[src/rtl/lgc_pkg.sv]
// Shared constants, types and the Life rule for the column-stream generation block.
package lgc_pkg;

  localparam int HEIGHT     = 48;               // rows per column
  localparam int COL_W      = 48;               // payload width of a column
  localparam int FIFO_DEPTH = 4;                // result queue entries
  localparam int PTR_W      = $clog2(FIFO_DEPTH);
  localparam int CNT_W      = $clog2(FIFO_DEPTH + 1);

  localparam logic [3:0] NBR_BIRTH = 4'd3;      // live neighbors that give birth
  localparam logic [3:0] NBR_STAY  = 4'd2;      // extra count that keeps a live cell

  // Per-cycle control broadcast to every cell
  typedef struct packed {
    logic accept;   // input transaction this cycle
    logic keep;     // a pending column survives (no frame restart)
    logic last;     // column closes the frame
  } cell_ctrl_t;

  typedef struct packed {
    logic [COL_W-1:0] next_cells;
    logic             last_column;
  } result_t;

  // Queue status seen by the stream control
  typedef struct packed {
    logic room2;    // at least two free entries
    logic busy;     // at least one entry held
  } fifo_stat_t;

  function automatic logic [3:0] nbr_count(input logic [7:0] nbr);
    logic [3:0] sum;
    sum = '0;
    for (int i = 0; i < 8; i++) begin
      sum = sum + {3'b000, nbr[i]};
    end
    return sum;
  endfunction

  function automatic logic life_rule(input logic alive, input logic [3:0] n);
    return (n == NBR_BIRTH) || (alive && (n == NBR_STAY));
  endfunction

endpackage

[src/rtl/lgc_if.sv]
// Valid/ready channel interfaces for column transactions in and result transactions out.
interface lgc_in_if;
  logic                      valid;
  logic                      ready;
  logic [lgc_pkg::COL_W-1:0] column_cells;
  logic                      frame_start;
  logic                      frame_end;

  modport source (output valid, output column_cells, output frame_start,
                  output frame_end, input ready);
  modport sink   (input valid, input column_cells, input frame_start,
                  input frame_end, output ready);
endinterface

interface lgc_out_if;
  logic                      valid;
  logic                      ready;
  logic [lgc_pkg::COL_W-1:0] next_cells;
  logic                      last_column;

  modport source (output valid, output next_cells, output last_column, input ready);
  modport sink   (input valid, input next_cells, input last_column, output ready);
endinterface

[src/rtl/lgc_cell.sv]
// One row cell: holds left/middle bits of its row and evaluates the Life rule.
module lgc_cell (
  input  logic                clk,
  input  lgc_pkg::cell_ctrl_t ctrl,
  input  logic                col_dn,
  input  logic                col_c,
  input  logic                col_up,
  input  logic                left_dn,
  input  logic                left_up,
  input  logic                mid_dn,
  input  logic                mid_up,
  output logic                left_o,
  output logic                mid_o,
  output logic                res_norm,
  output logic                res_flush
);

  logic left_r, left_nxt;
  logic mid_r,  mid_nxt;
  logic nl_dn, nl_c, nl_up;   // left column once the new column shifts in

  assign left_o = left_r;
  assign mid_o  = mid_r;

  assign nl_dn = ctrl.keep & mid_dn;
  assign nl_c  = ctrl.keep & mid_r;
  assign nl_up = ctrl.keep & mid_up;

  // pending column closed by the incoming one
  assign res_norm = lgc_pkg::life_rule(mid_r, lgc_pkg::nbr_count(
      {left_dn, mid_dn, col_dn, left_r, col_c, left_up, mid_up, col_up}));

  // incoming column closed by a dead column on its right
  assign res_flush = lgc_pkg::life_rule(col_c, lgc_pkg::nbr_count(
      {nl_dn, col_dn, 1'b0, nl_c, 1'b0, nl_up, col_up, 1'b0}));

  always_comb begin
    left_nxt = left_r;
    mid_nxt  = mid_r;
    if (ctrl.accept) begin
      if (ctrl.last) begin
        left_nxt = 1'b0;
        mid_nxt  = 1'b0;
      end else begin
        left_nxt = nl_c;
        mid_nxt  = col_c;
      end
    end
  end

  always_ff @(posedge clk) begin
    left_r <= left_nxt;
    mid_r  <= mid_nxt;
  end

endmodule

[src/rtl/lgc_out_fifo.sv]
// Small result queue taking up to two results per cycle and giving one.
module lgc_out_fifo (
  input  logic                clk,
  input  logic                rst_n,
  input  logic                push0,
  input  logic                push1,
  input  lgc_pkg::result_t    din0,
  input  lgc_pkg::result_t    din1,
  input  logic                pop,
  output lgc_pkg::result_t    dout,
  output lgc_pkg::fifo_stat_t stat
);

  lgc_pkg::result_t         mem_r [lgc_pkg::FIFO_DEPTH];
  logic [lgc_pkg::PTR_W-1:0] wr_ptr_r, wr_ptr_nxt;
  logic [lgc_pkg::PTR_W-1:0] rd_ptr_r, rd_ptr_nxt;
  logic [lgc_pkg::CNT_W-1:0] count_r, count_nxt;
  logic [lgc_pkg::PTR_W-1:0] wr_ptr_p1;
  logic [lgc_pkg::CNT_W-1:0] n_push;

  assign wr_ptr_p1  = wr_ptr_r + lgc_pkg::PTR_W'(1);
  assign n_push     = lgc_pkg::CNT_W'(push0) + lgc_pkg::CNT_W'(push1);
  assign wr_ptr_nxt = wr_ptr_r + n_push[lgc_pkg::PTR_W-1:0];
  assign rd_ptr_nxt = rd_ptr_r + lgc_pkg::PTR_W'(pop);
  assign count_nxt  = count_r + n_push - lgc_pkg::CNT_W'(pop);

  assign dout       = mem_r[rd_ptr_r];
  assign stat.busy  = (count_r != '0);
  assign stat.room2 = (count_r <= lgc_pkg::CNT_W'(lgc_pkg::FIFO_DEPTH - 2));

  always_ff @(posedge clk) begin
    if (push0) begin
      mem_r[wr_ptr_r] <= din0;
    end
    if (push1) begin
      mem_r[wr_ptr_p1] <= din1;
    end
  end

  always_ff @(posedge clk) begin
    if (!rst_n) begin
      wr_ptr_r <= '0;
      rd_ptr_r <= '0;
      count_r  <= '0;
    end else begin
      wr_ptr_r <= wr_ptr_nxt;
      rd_ptr_r <= rd_ptr_nxt;
      count_r  <= count_nxt;
    end
  end

endmodule

[src/rtl/life_generation_column_stream.sv]
// Top level: Conway Life (B3/S23) generation over a left-to-right column stream.
//
//  channel   dir  handshake     payload
//  in_col    in   valid/ready   column_cells[47:0], frame_start, frame_end
//  out_col   out  valid/ready   next_cells[47:0], last_column
//
// One column transaction is taken per cycle when ready; its results are computed in the
// same cycle by a row of HEIGHT cells and written into a 4-entry result queue.
// A column yields zero, one or two results (two when it closes a frame with a
// column already pending). in_col.ready is high while the queue has at least two free
// entries, so it depends on registered state only; out_col stalls fill the
// queue and then stop input. Synchronous active-low reset clears the queue and
// the pending flag; cell bits need no reset since they are ignored until written.
module life_generation_column_stream (
  input  logic        clk,
  input  logic        rst_n,
  lgc_in_if.sink      in_col,
  lgc_out_if.source   out_col
);

  localparam int H = lgc_pkg::HEIGHT;

  // Pending-column flag: a middle column waits for its right neighbor.
  logic mid_valid_r, mid_valid_nxt;

  lgc_pkg::cell_ctrl_t ctrl;
  lgc_pkg::fifo_stat_t fstat;
  lgc_pkg::result_t    res0, res1, head;

  logic         accept;
  logic [H-1:0] col_h;
  logic [H-1:0] left_v, mid_v;
  logic [H-1:0] norm_v, flush_v;
  logic [H+1:0] col_pad, left_pad, mid_pad;   // dead rows at both ends
  logic [lgc_pkg::COL_W-1:0] norm_w, flush_w;
  logic         push0, push1;

  assign in_col.ready = fstat.room2;
  assign accept       = in_col.valid & in_col.ready;

  // A frame start drops whatever was pending.
  assign ctrl.accept = accept;
  assign ctrl.keep   = mid_valid_r & ~in_col.frame_start;
  assign ctrl.last   = in_col.frame_end;

  // Rows at or above HEIGHT are dead.
  always_comb begin
    col_h = '0;
    for (int y = 0; y < H; y++) begin
      if (y < lgc_pkg::COL_W) begin
        col_h[y] = in_col.column_cells[y];
      end
    end
  end

  assign col_pad  = {1'b0, col_h, 1'b0};
  assign left_pad = {1'b0, left_v, 1'b0};
  assign mid_pad  = {1'b0, mid_v, 1'b0};

  // Cell y sees stored rows y-1 and y+1 through its neighbors' registers.
  for (genvar y = 0; y < H; y++) begin : g_row
    lgc_cell u_cell (
      .clk       (clk),
      .ctrl      (ctrl),
      .col_dn    (col_pad[y]),
      .col_c     (col_pad[y+1]),
      .col_up    (col_pad[y+2]),
      .left_dn   (left_pad[y]),
      .left_up   (left_pad[y+2]),
      .mid_dn    (mid_pad[y]),
      .mid_up    (mid_pad[y+2]),
      .left_o    (left_v[y]),
      .mid_o     (mid_v[y]),
      .res_norm  (norm_v[y]),
      .res_flush (flush_v[y])
    );
  end

  always_comb begin
    norm_w  = '0;
    flush_w = '0;
    for (int y = 0; y < lgc_pkg::COL_W; y++) begin
      if (y < H) begin
        norm_w[y]  = norm_v[y];
        flush_w[y] = flush_v[y];
      end
    end
  end

  // First result: the pending column if any, else the one-column frame flush.
  assign res0.next_cells  = ctrl.keep ? norm_w : flush_w;
  assign res0.last_column = ~ctrl.keep;
  assign res1.next_cells  = flush_w;
  assign res1.last_column = 1'b1;

  assign push0 = accept & (ctrl.keep | ctrl.last);
  assign push1 = accept & ctrl.keep & ctrl.last;

  lgc_out_fifo u_fifo (
    .clk   (clk),
    .rst_n (rst_n),
    .push0 (push0),
    .push1 (push1),
    .din0  (res0),
    .din1  (res1),
    .pop   (out_col.valid & out_col.ready),
    .dout  (head),
    .stat  (fstat)
  );

  assign out_col.valid       = fstat.busy;
  assign out_col.next_cells  = head.next_cells;
  assign out_col.last_column = head.last_column;

  assign mid_valid_nxt = accept ? ~in_col.frame_end : mid_valid_r;

  always_ff @(posedge clk) begin
    if (!rst_n) begin
      mid_valid_r <= 1'b0;
    end else begin
      mid_valid_r <= mid_valid_nxt;
    end
  end

`ifndef ASSERT_OFF
  a_end_gives_result: assert property (@(posedge clk) disable iff (!rst_n)
    (accept && in_col.frame_end) |=> out_col.valid)
    else $error("frame end transaction left no result");

  a_pending_after_col: assert property (@(posedge clk) disable iff (!rst_n)
    (accept && !in_col.frame_end) |=> mid_valid_r)
    else $error("column not held pending");

  a_end_clears: assert property (@(posedge clk) disable iff (!rst_n)
    (accept && in_col.frame_end) |=> !mid_valid_r)
    else $error("pending column survived frame end");

  a_no_accept_full: assert property (@(posedge clk) disable iff (!rst_n)
    (out_col.valid && !out_col.ready && !in_col.ready) |=> out_col.valid)
    else $error("stalled queue lost its head");
`endif

endmodule
[src/flat_wrapper.sv]
// flat-port wrapper written by rule: the top's interface ports become plain ports
module life_generation_column_stream_flat 
  (clk, rst_n, in_col_valid, in_col_column_cells, in_col_frame_start, in_col_frame_end, in_col_ready, out_col_valid, out_col_next_cells, out_col_last_column, out_col_ready);
  lgc_in_if in_col_i ();
  lgc_out_if out_col_i ();
  input  logic clk;
  input  logic rst_n;
  input wire logic [$bits(in_col_i.valid)-1:0] in_col_valid;
  input wire logic [$bits(in_col_i.column_cells)-1:0] in_col_column_cells;
  input wire logic [$bits(in_col_i.frame_start)-1:0] in_col_frame_start;
  input wire logic [$bits(in_col_i.frame_end)-1:0] in_col_frame_end;
  output wire logic [$bits(in_col_i.ready)-1:0] in_col_ready;
  output wire logic [$bits(out_col_i.valid)-1:0] out_col_valid;
  output wire logic [$bits(out_col_i.next_cells)-1:0] out_col_next_cells;
  output wire logic [$bits(out_col_i.last_column)-1:0] out_col_last_column;
  input wire logic [$bits(out_col_i.ready)-1:0] out_col_ready;
  assign in_col_i.valid = in_col_valid;
  assign in_col_i.column_cells = in_col_column_cells;
  assign in_col_i.frame_start = in_col_frame_start;
  assign in_col_i.frame_end = in_col_frame_end;
  assign in_col_ready = in_col_i.ready;
  assign out_col_valid = out_col_i.valid;
  assign out_col_next_cells = out_col_i.next_cells;
  assign out_col_last_column = out_col_i.last_column;
  assign out_col_i.ready = out_col_ready;
  life_generation_column_stream u_core (.clk(clk), .rst_n(rst_n), .in_col(in_col_i), .out_col(out_col_i));
endmodule
[config.mk]
export PLATFORM = sky130hd
export DESIGN_NAME = life_generation_column_stream_flat
export DESIGN_NICKNAME = d
export VERILOG_FILES = /design/src/rtl/lgc_pkg.sv /design/src/rtl/lgc_if.sv /design/src/rtl/lgc_cell.sv /design/src/rtl/lgc_out_fifo.sv /design/src/rtl/life_generation_column_stream.sv /design/src/flat_wrapper.sv
export SDC_FILE = /design/constraint.sdc
export NUM_CORES = 1
export LEC_CHECK = 0
export ABC_AREA = 0
export BUFFER_PORTS_ARGS = -buffer_cell sky130_fd_sc_hd__buf_2
export CORE_MARGIN = 10
export CORE_UTILIZATION = 50
export DETAILED_ROUTE_END_ITERATION = 12
export GPL_TIMING_DRIVEN = 0
export PLACE_DENSITY = 0.73
export SLEW_MARGIN = 20
export SYNTH_ARGS = -nofsm -noshare
export SYNTH_HDL_FRONTEND = slang
export SYNTH_SLANG_ARGS = --single-unit
export TNS_END_PERCENT = 100
[constraint.sdc]
create_clock -name clk -period 6.5 [get_ports clk]
set_input_delay 1.3 -clock clk [delete_from_list [all_inputs] [get_ports clk]]
set_output_delay 1.3 -clock clk [all_outputs]
set_load 0.1 [all_outputs]
==> results of run 1 <==
[critical path: stages]
cell	delay (ns)
buf_2	0.11
and2b_1	0.31
clkbuf_1	0.58
buf_2	0.54
nand2_1	0.23
fa_1	0.54
inv_1	0.07
fa_1	0.48
o211ai_1	0.50
o32ai_1	0.19
[layer usage]
metal / vias to the layer above / part of all wire [%] / global-route usage [%]
met5: - / 0 / 0
met4: 0 / 3.5 / 8.17
met3: 128 / 8.2 / 3.40
met2: 762 / 49 / 38.0
met1: 8629 / 39 / 29.6
li1: 7478 / - / -
[kinds of logic (layout without fill, tap and decap cells)]
kind of cell / after synthesis / in the layout / synth area share [%]
XOR/XNOR: 6 / 6 / 0.215
flip-flops: 300 / 300 / 36.4
buffers and inverters: 595 / 775 / 9.54
adder cells (fa/ha/maj): 475 / 475 / 33.0
AO/OA/AOI/OAI: 362 / 362 / 10.4
other: 0 / 2 / 0
AND/OR/NAND/NOR: 311 / 311 / 5.96
multiplexers: 49 / 49 / 4.51
[cells in the final DEF, fill, tap and decap left out, types with 9 or more instances in the layout]
master     count
o211ai_1      46
o22ai_2       22
and3_1        27
edfxtp_1     288
nand2_1       52
a21o_1        10
dfxtp_1       12
or2_2         18
nor2_1       141
buf_4          9
a21oi_1       56
inv_1        521
and2_1        26
clkbuf_1      33
o22ai_1      140
o32ai_1       22
o21ai_0       25
nand3_1       14
fa_1         283
o221ai_1      26
clkbuf_16     37
ha_1         192
buf_2        135
mux4_2        49
[state kept, by name, indices dropped and copies added, names as in the netlist]
signal	flops
u_core.u_fifo.rd_ptr_r	2
u_core.u_fifo.wr_ptr_r	2
u_core.u_fifo.count_r	3
u_core.g_row.u_cell.left_o	48
u_core.g_row.u_cell.mid_o	48
u_core.u_fifo.mem_r	196
u_core.mid_valid_r	1
[cell type report]
cell class / count / area, um2 / share of cell area [%]
Antenna cell: 2 / 5.00 / 0.0184
Tap cell: 615 / 769 / 2.83
Timing Repair Buffer: 119 / 812 / 2.98
Inverter: 522 / 1960 / 7.21
Buffer: 73 / 373 / 1.37
Clock buffer: 44 / 952 / 3.50
Clock inverter: 17 / 198 / 0.726
Multi-Input combinational cell: 1203 / 13300 / 48.7
Sequential cell: 300 / 8890 / 32.6
[worst paths after layout]
kind / start / cells after the start / slack, ns / end
max: in_col_frame_start / 10 / 1.87 / u_core.u_fifo.mem_r[0][10]
min reg2reg: u_core.u_fifo.mem_r[0][0] / 2 / 0.46 / u_core.u_fifo.mem_r[0][0]
max reg2reg: u_core.mid_valid_r / 9 / 2.42 / u_core.u_fifo.mem_r[0][10]
min: u_core.u_fifo.mem_r[0][0] / 2 / 0.46 / u_core.u_fifo.mem_r[0][0]
[per-stage QoR]
step / hold WS, ns / std cells / TNS (ns)
floorplan: 0.417 / 2098 / 0
global placement: 0.427 / 2817 / -268.51
detailed placement: 0.435 / 2832 / 0
CTS: 0.461 / 2893 / 0
global route: 0.474 / 2894 / 0
finish: 0.462 / 2895 / 0
[report_power, final]
part,internal (W),leakage (nW),switching [W]
sequential,0.00238,2.66,0.000100
clock,0.00120,0.548,0.000829
combinational,0.00194,8.68,0.00398
total,0.00552,11.9,0.00491
==> impl_results.md, run 1 <==
- CTS tree: built
- Post-synth EDFFs: 288
- Pre-CTS setup slack: 1.41 ns
- Vias in the first global route: 18,300
- Pleak: 11.9 nW
- Fin util: 56.7%
- Die Wd: 241 um
- Layout filler cell count: 3,843
- Total grt overflow: 0
- CTS Buf Count: 35
- Placement Cell Area: 0.0261 mm2
- Crit path kind: in -> reg
- Top post-synthesis cells by count: 521 x inv_1, 288 x edfxtp_1, 283 x fa_1
- Via count: 17,000
- Crit path max fanout: 10
- Die Height: 241 um
- Total power: 0.0104 W
- Startpoint types: input port
- Post-Synthesis Cells: 2,098
- Arrival time at the worst endpoint: 4.87 ns
- Seq cells post-synth: 300
- Ys flop type: edfxtp_1
- Final Hold Viols: 0
- Top cell type's share of synthesized area: 35.4%
- Vias/cell: 5.87
- GP Congestion: 0.883
- Cell with the most instances after synthesis: inv_1
- DRC violations left: 0
- Core ar.: 0.0480 mm2
- Hold Buf Count CTS: 0
- Post-route cell area: 0.0272 mm2
- Clk sink count: 300
- Standard-cell rows: 80
- Setup crit end kind: flop
- Routed WL per cell: 22.2 um
- CTS clock-pin slew for the worst setup and hold paths: 0.06 ns
- First-pass GRT wire length: 102,000 um
- Synth cell types: 48
- Clock root buffer: clkbuf_16
- Dominant cell type by area after synthesis: edfxtp_1
- IO buf count: 104
- Antenna violations before repair: 2
- Area Growth Syn to Fin: 11.4%
- Post-CTS resize count: 0
- I/O pin count: 105
- P per Cell Area: 383 mW/mm2
- Drt total wl: 64,300 um
- CTS Buffer Depth: 3
- Sequential share of the synthesized area: 36.4%
- Synth area leaders: edfxtp_1 35%, fa_1 23%, ha_1 9.8%
- H-tree lvl count: 2
- Routed Antenna Nets: 0
- Share of cells above drive strength 1: 13.7%
- Critical Path RT: 6.74 ns
- Number of setup buffers added after CTS: 0
- Peak supply drop: 0.000219 V
- Layout Nets: 2,783
- Clock Latency Late Sink: 0.53 ns
- Final worst slack: 1.87 ns
- Final Cycle Share: 71.3%
- Yosys warnings: 0
- Slew HR: 28.9%
- Die area: 0.0582 mm2
- DRT Pass-1 Iters: 5
- DRT iter0 DRCs: 1,866
- Max-Cap Viols: 0
- Final clock skew: 0.0190 ns
- Post-synth net total: 2,627
- F_max: 0.216 GHz
- Slew Viols, Final: 0
- Worst min-delay path category: reg -> reg
- Outcome: completed
- HPWL after DPL: 49,800 um
- Worst slew pin tran: 1.07 ns
- RSZ-0062 raised after global routing: false
- Tmin final: 4.63 ns
- Synthesized area per cell: 11.7 um2
- Setup-failing EPs final: 0
- Post-synthesis async set-or-reset flop share: 0%
- Pin count of the biggest net entering global routing: 56
- Synth Cell Area: 0.0245 mm2
- Starting Density: 50.9%
- Overall routing resource usage: 22.7%
(Power assumes the default switching activity.)
==> run 2, diff against run 1 <==
--- a/config.mk
+++ b/config.mk
@@ -5,13 +5,13 @@
 export SDC_FILE = /design/constraint.sdc
 export NUM_CORES = 1
 export LEC_CHECK = 0
-export ABC_AREA = 0
+export ABC_AREA = 1
 export BUFFER_PORTS_ARGS = -buffer_cell sky130_fd_sc_hd__buf_2
 export CORE_MARGIN = 10
 export CORE_UTILIZATION = 50
 export DETAILED_ROUTE_END_ITERATION = 12
 export GPL_TIMING_DRIVEN = 0
-export PLACE_DENSITY = 0.73
+export PLACE_DENSITY = 0.71
 export SLEW_MARGIN = 20
 export SYNTH_ARGS = -nofsm -noshare
 export SYNTH_HDL_FRONTEND = slang
==> constraint.sdc (replaced) <==
create_clock -name clk -period 4.3 [get_ports clk]
set_input_delay 0.86 -clock clk [delete_from_list [all_inputs] [get_ports clk]]
set_output_delay 0.86 -clock clk [all_outputs]
set_load 0.1 [all_outputs]
==> impl_results.md, run 2 <==
- Leading cell type in the layout, fill and taps excluded: nand2_1
- DRT Pass-1 Iters: 6
- Worst R2R Start: u_core.mid_valid_r
- Sequential share of the synthesized area: 32.6%
- Area Growth Syn to Fin: 10.4%
- Hold Crit Depth: 2
- Starting Density: 50.6%
- Commonest cells after routing, fill and taps aside: 778 x nand2_1, 670 x inv_1, 337 x nor2_1, 292 x nand3_1, 288 x edfxtp_1
- Crit path max fanout: 10
- Yosys warnings: 0
- Overall routing resource usage: 23.7%
- Via count: 22,000
- Setup slack, reg-to-reg: 0.58 ns
- Mux contribution to synthesized area: 0%
- Final Hold Viols: 0
- Synth area leaders: edfxtp_1 32%, fa_1 21%, nand2_1 11%
- Clk sink count: 300
- Peak supply drop: 0.000624 V
- Setup crit end kind: output pin
- Critical Path RT: 3.44 ns
- H-tree lvl count: 2
- First-pass GRT wire length: 119,000 um
- Dominant cell type by area after synthesis: edfxtp_1
- Synthesized area per cell: 8.38 um2
- Clock root buffer: clkbuf_16
- CTS Buf Count: 38
- Ys flop type: edfxtp_1
- Seq cells post-synth: 300
- Crit path kind: reg -> out
- Fin util: 55.9%
- Sw power: 0.00940 W
- Clk pwr share: 18.7%
- Cell with the most instances after synthesis: nand2_1
- R2R cell count: 13
- F_max: 0.240 GHz
- Vias/cell: 5.34
- CTS tree: built
- Slew HR: 38.0%
- Hold wc startpoint: u_core.u_fifo.mem_r[0][0]
- Die Height: 254 um
- Post-synth EDFFs: 288
- Post-Synthesis Cells: 3,255
- Post-synth net total: 3,784
- Standard-cell rows: 85
- CTS Buffer Depth: 3
- GP Congestion: 0.884
- Hold Path Sink: u_core.u_fifo.mem_r[0][0]
- Pre-CTS setup slack: -0.0541 ns
- Setup-failing EPs final: 0
- Synth Cell Area: 0.0273 mm2
- Worst R2R End: u_core.u_fifo.mem_r[2][33]
- Final clock skew: 0.0168 ns
- Slew Viols, Final: 0
- Register share of total power: 20.4%
- Comb power frac: 60.9%
- Tmin final: 4.16 ns
- Post-Synth Adder-Cell Area: 29.6%
- Compound-gate portion of the synthesized area: 3.10%
- Main combinational cell family by area after synthesis: adder cells
- Drt total wl: 75,900 um
- Synth cell types: 26
- Total grt overflow: 0
- Number of setup buffers added after CTS: 0
- Routed Antenna Nets: 0
- Pint: 0.00907 W
- Share of cells above drive strength 1: 8.31%
- Worst slew pin tran: 0.930 ns
- CTS clock-pin slew for the worst setup and hold paths: 0.06 ns
- Startpoint types: flop
- P per Cell Area: 613 mW/mm2
- Layout filler cell count: 4,841
- Synth Area in XOR/XNOR: 0.0963%
- Top post-synthesis cells by count: 782 x nand2_1, 670 x inv_1, 337 x nor2_1
- Outcome: completed
- Core ar.: 0.0539 mm2
- Sw frac: 50.9%
- Arrival time at the worst endpoint: 3.30 ns
- Die area: 0.0643 mm2
- Antenna violations before repair: 1
- Simple-Gate Fraction of Synth Area: 23.2%
- Layout Nets: 3,933
- DRC violations left: 0
- Post-CTS resize count: 0
- I/O pin count: 105
- Worst min-delay path category: reg -> reg
- Reg with most FFs: u_core.u_fifo.mem_r
- HPWL after DPL: 56,800 um
- Largest register FFs: 196
- IO buf count: 104
- Pin count of the biggest net entering global routing: 57
- Clock Latency Late Sink: 0.56 ns
- Hold Buf Count CTS: 0
- Die Wd: 254 um
- Routed WL per cell: 18.4 um
- DRT iter0 DRCs: 2,211
- Final worst slack: 0.141 ns
- Vias in the first global route: 21,700
- Top cell type's share of synthesized area: 31.7%
- Post-synthesis async set-or-reset flop share: 0%
- RSZ-0062 raised after global routing: false
- Max-Cap Viols: 0
- Final Cycle Share: 96.7%
- Pleak: 15.0 nW
run 2: cell types whose count changed after synthesis, sizes merged, moves of 27 or more:
cell / change
clkbuf: +40
mux4: -49
nand3: +279
o22ai: -113
or2: +28
a21oi: -52
inv: +156
nand2: +729
o211ai: -46
o21ai: +73
nand4: +48
and3: -27
nor2: +198
run 2: through the flow:
stage          instances  power, W  area (um2)  TNS (ns)  hold WS, ns
3_5_place_dp        4060    0.0150       28800    -0.427        0.448
6_report            4129    0.0185       30100         0        0.464
5_1_grt             4128    0.0201       30100         0        0.479
3_3_place_gp        4055    0.0147       28700    -64.98        0.440
4_1_cts             4127    0.0185       30100         0        0.462
2_1_floorplan       3255    0.0124       27300         0        0.424
run 2: cell families (layout without fill, tap and decap cells):
group,count (synthesis),in the layout
other cells,0,2
xor+xnor,3,3
simple gates,1515,1515
buf+inv,806,982
flops,300,300
fa+ha+maj,475,475
compound gates,156,156
run 2: worst max-delay path by stage:
stage / startpoint / end / slack (ns) / cells past startpoint
after CTS: u_core.u_fifo.rd_ptr_r[0] / out_col_next_cells[35] / 0.26 / 6
after global placement: in_col_valid / u_core.u_fifo.mem_r[0][21] / -0.66 / 6
after detailed placement: in_col_frame_start / u_core.u_fifo.mem_r[3][33] / -0.05 / 15
after floorplan: in_col_column_cells[1] / u_core.u_fifo.mem_r[2][2] / 0.44 / 13
after global routing: u_core.u_fifo.rd_ptr_r[0] / out_col_last_column / 0.04 / 6
final: u_core.u_fifo.rd_ptr_r[0] / out_col_next_cells[35] / 0.14 / 6
run 2: power by group through the flow:
stage / clock [W] / sequential [W] / combinational (W)
after floorplan: 0 / 0.00379 / 0.00862
after global placement: 0 / 0.00383 / 0.0108
after detailed placement: 0 / 0.00382 / 0.0112
after CTS: 0.00346 / 0.00376 / 0.0113
after global routing: 0.00357 / 0.00379 / 0.0128
final: 0.00346 / 0.00376 / 0.0113
run 2: metal layers:
| layer | part of all wire [%] | GRT usage [%] | up-vias |
|---|---|---|---|
| met5 | 0 | 0 | - |
| met4 | 2.9 | 7.24 | 0 |
| met3 | 10 | 5.27 | 174 |
| met2 | 46 | 38.6 | 1012 |
| met1 | 41 | 31.1 | 10400 |
| li1 | - | - | 10400 |
run 2: critical path, stage by stage, from the launching register on:
cell      delay [ns]
dfxtp_1         0.34
buf_2           0.27
clkbuf_1        0.51
clkbuf_1        0.53
nor2_1          0.11
o22ai_1         0.44
buf_2           0.53
run 2: cell type report:
class	count	area, um2	share of cell area [%]
inverter	680	2550	8.47
tap	696	871	2.89
clock inverter	22	308	1.02
buffer	126	584	1.94
antenna	2	5.00	0.0166
multi-input combinational	2149	15300	50.8
timing repair buffer	109	628	2.08
clock buffer	45	998	3.31
sequential	300	8890	29.5
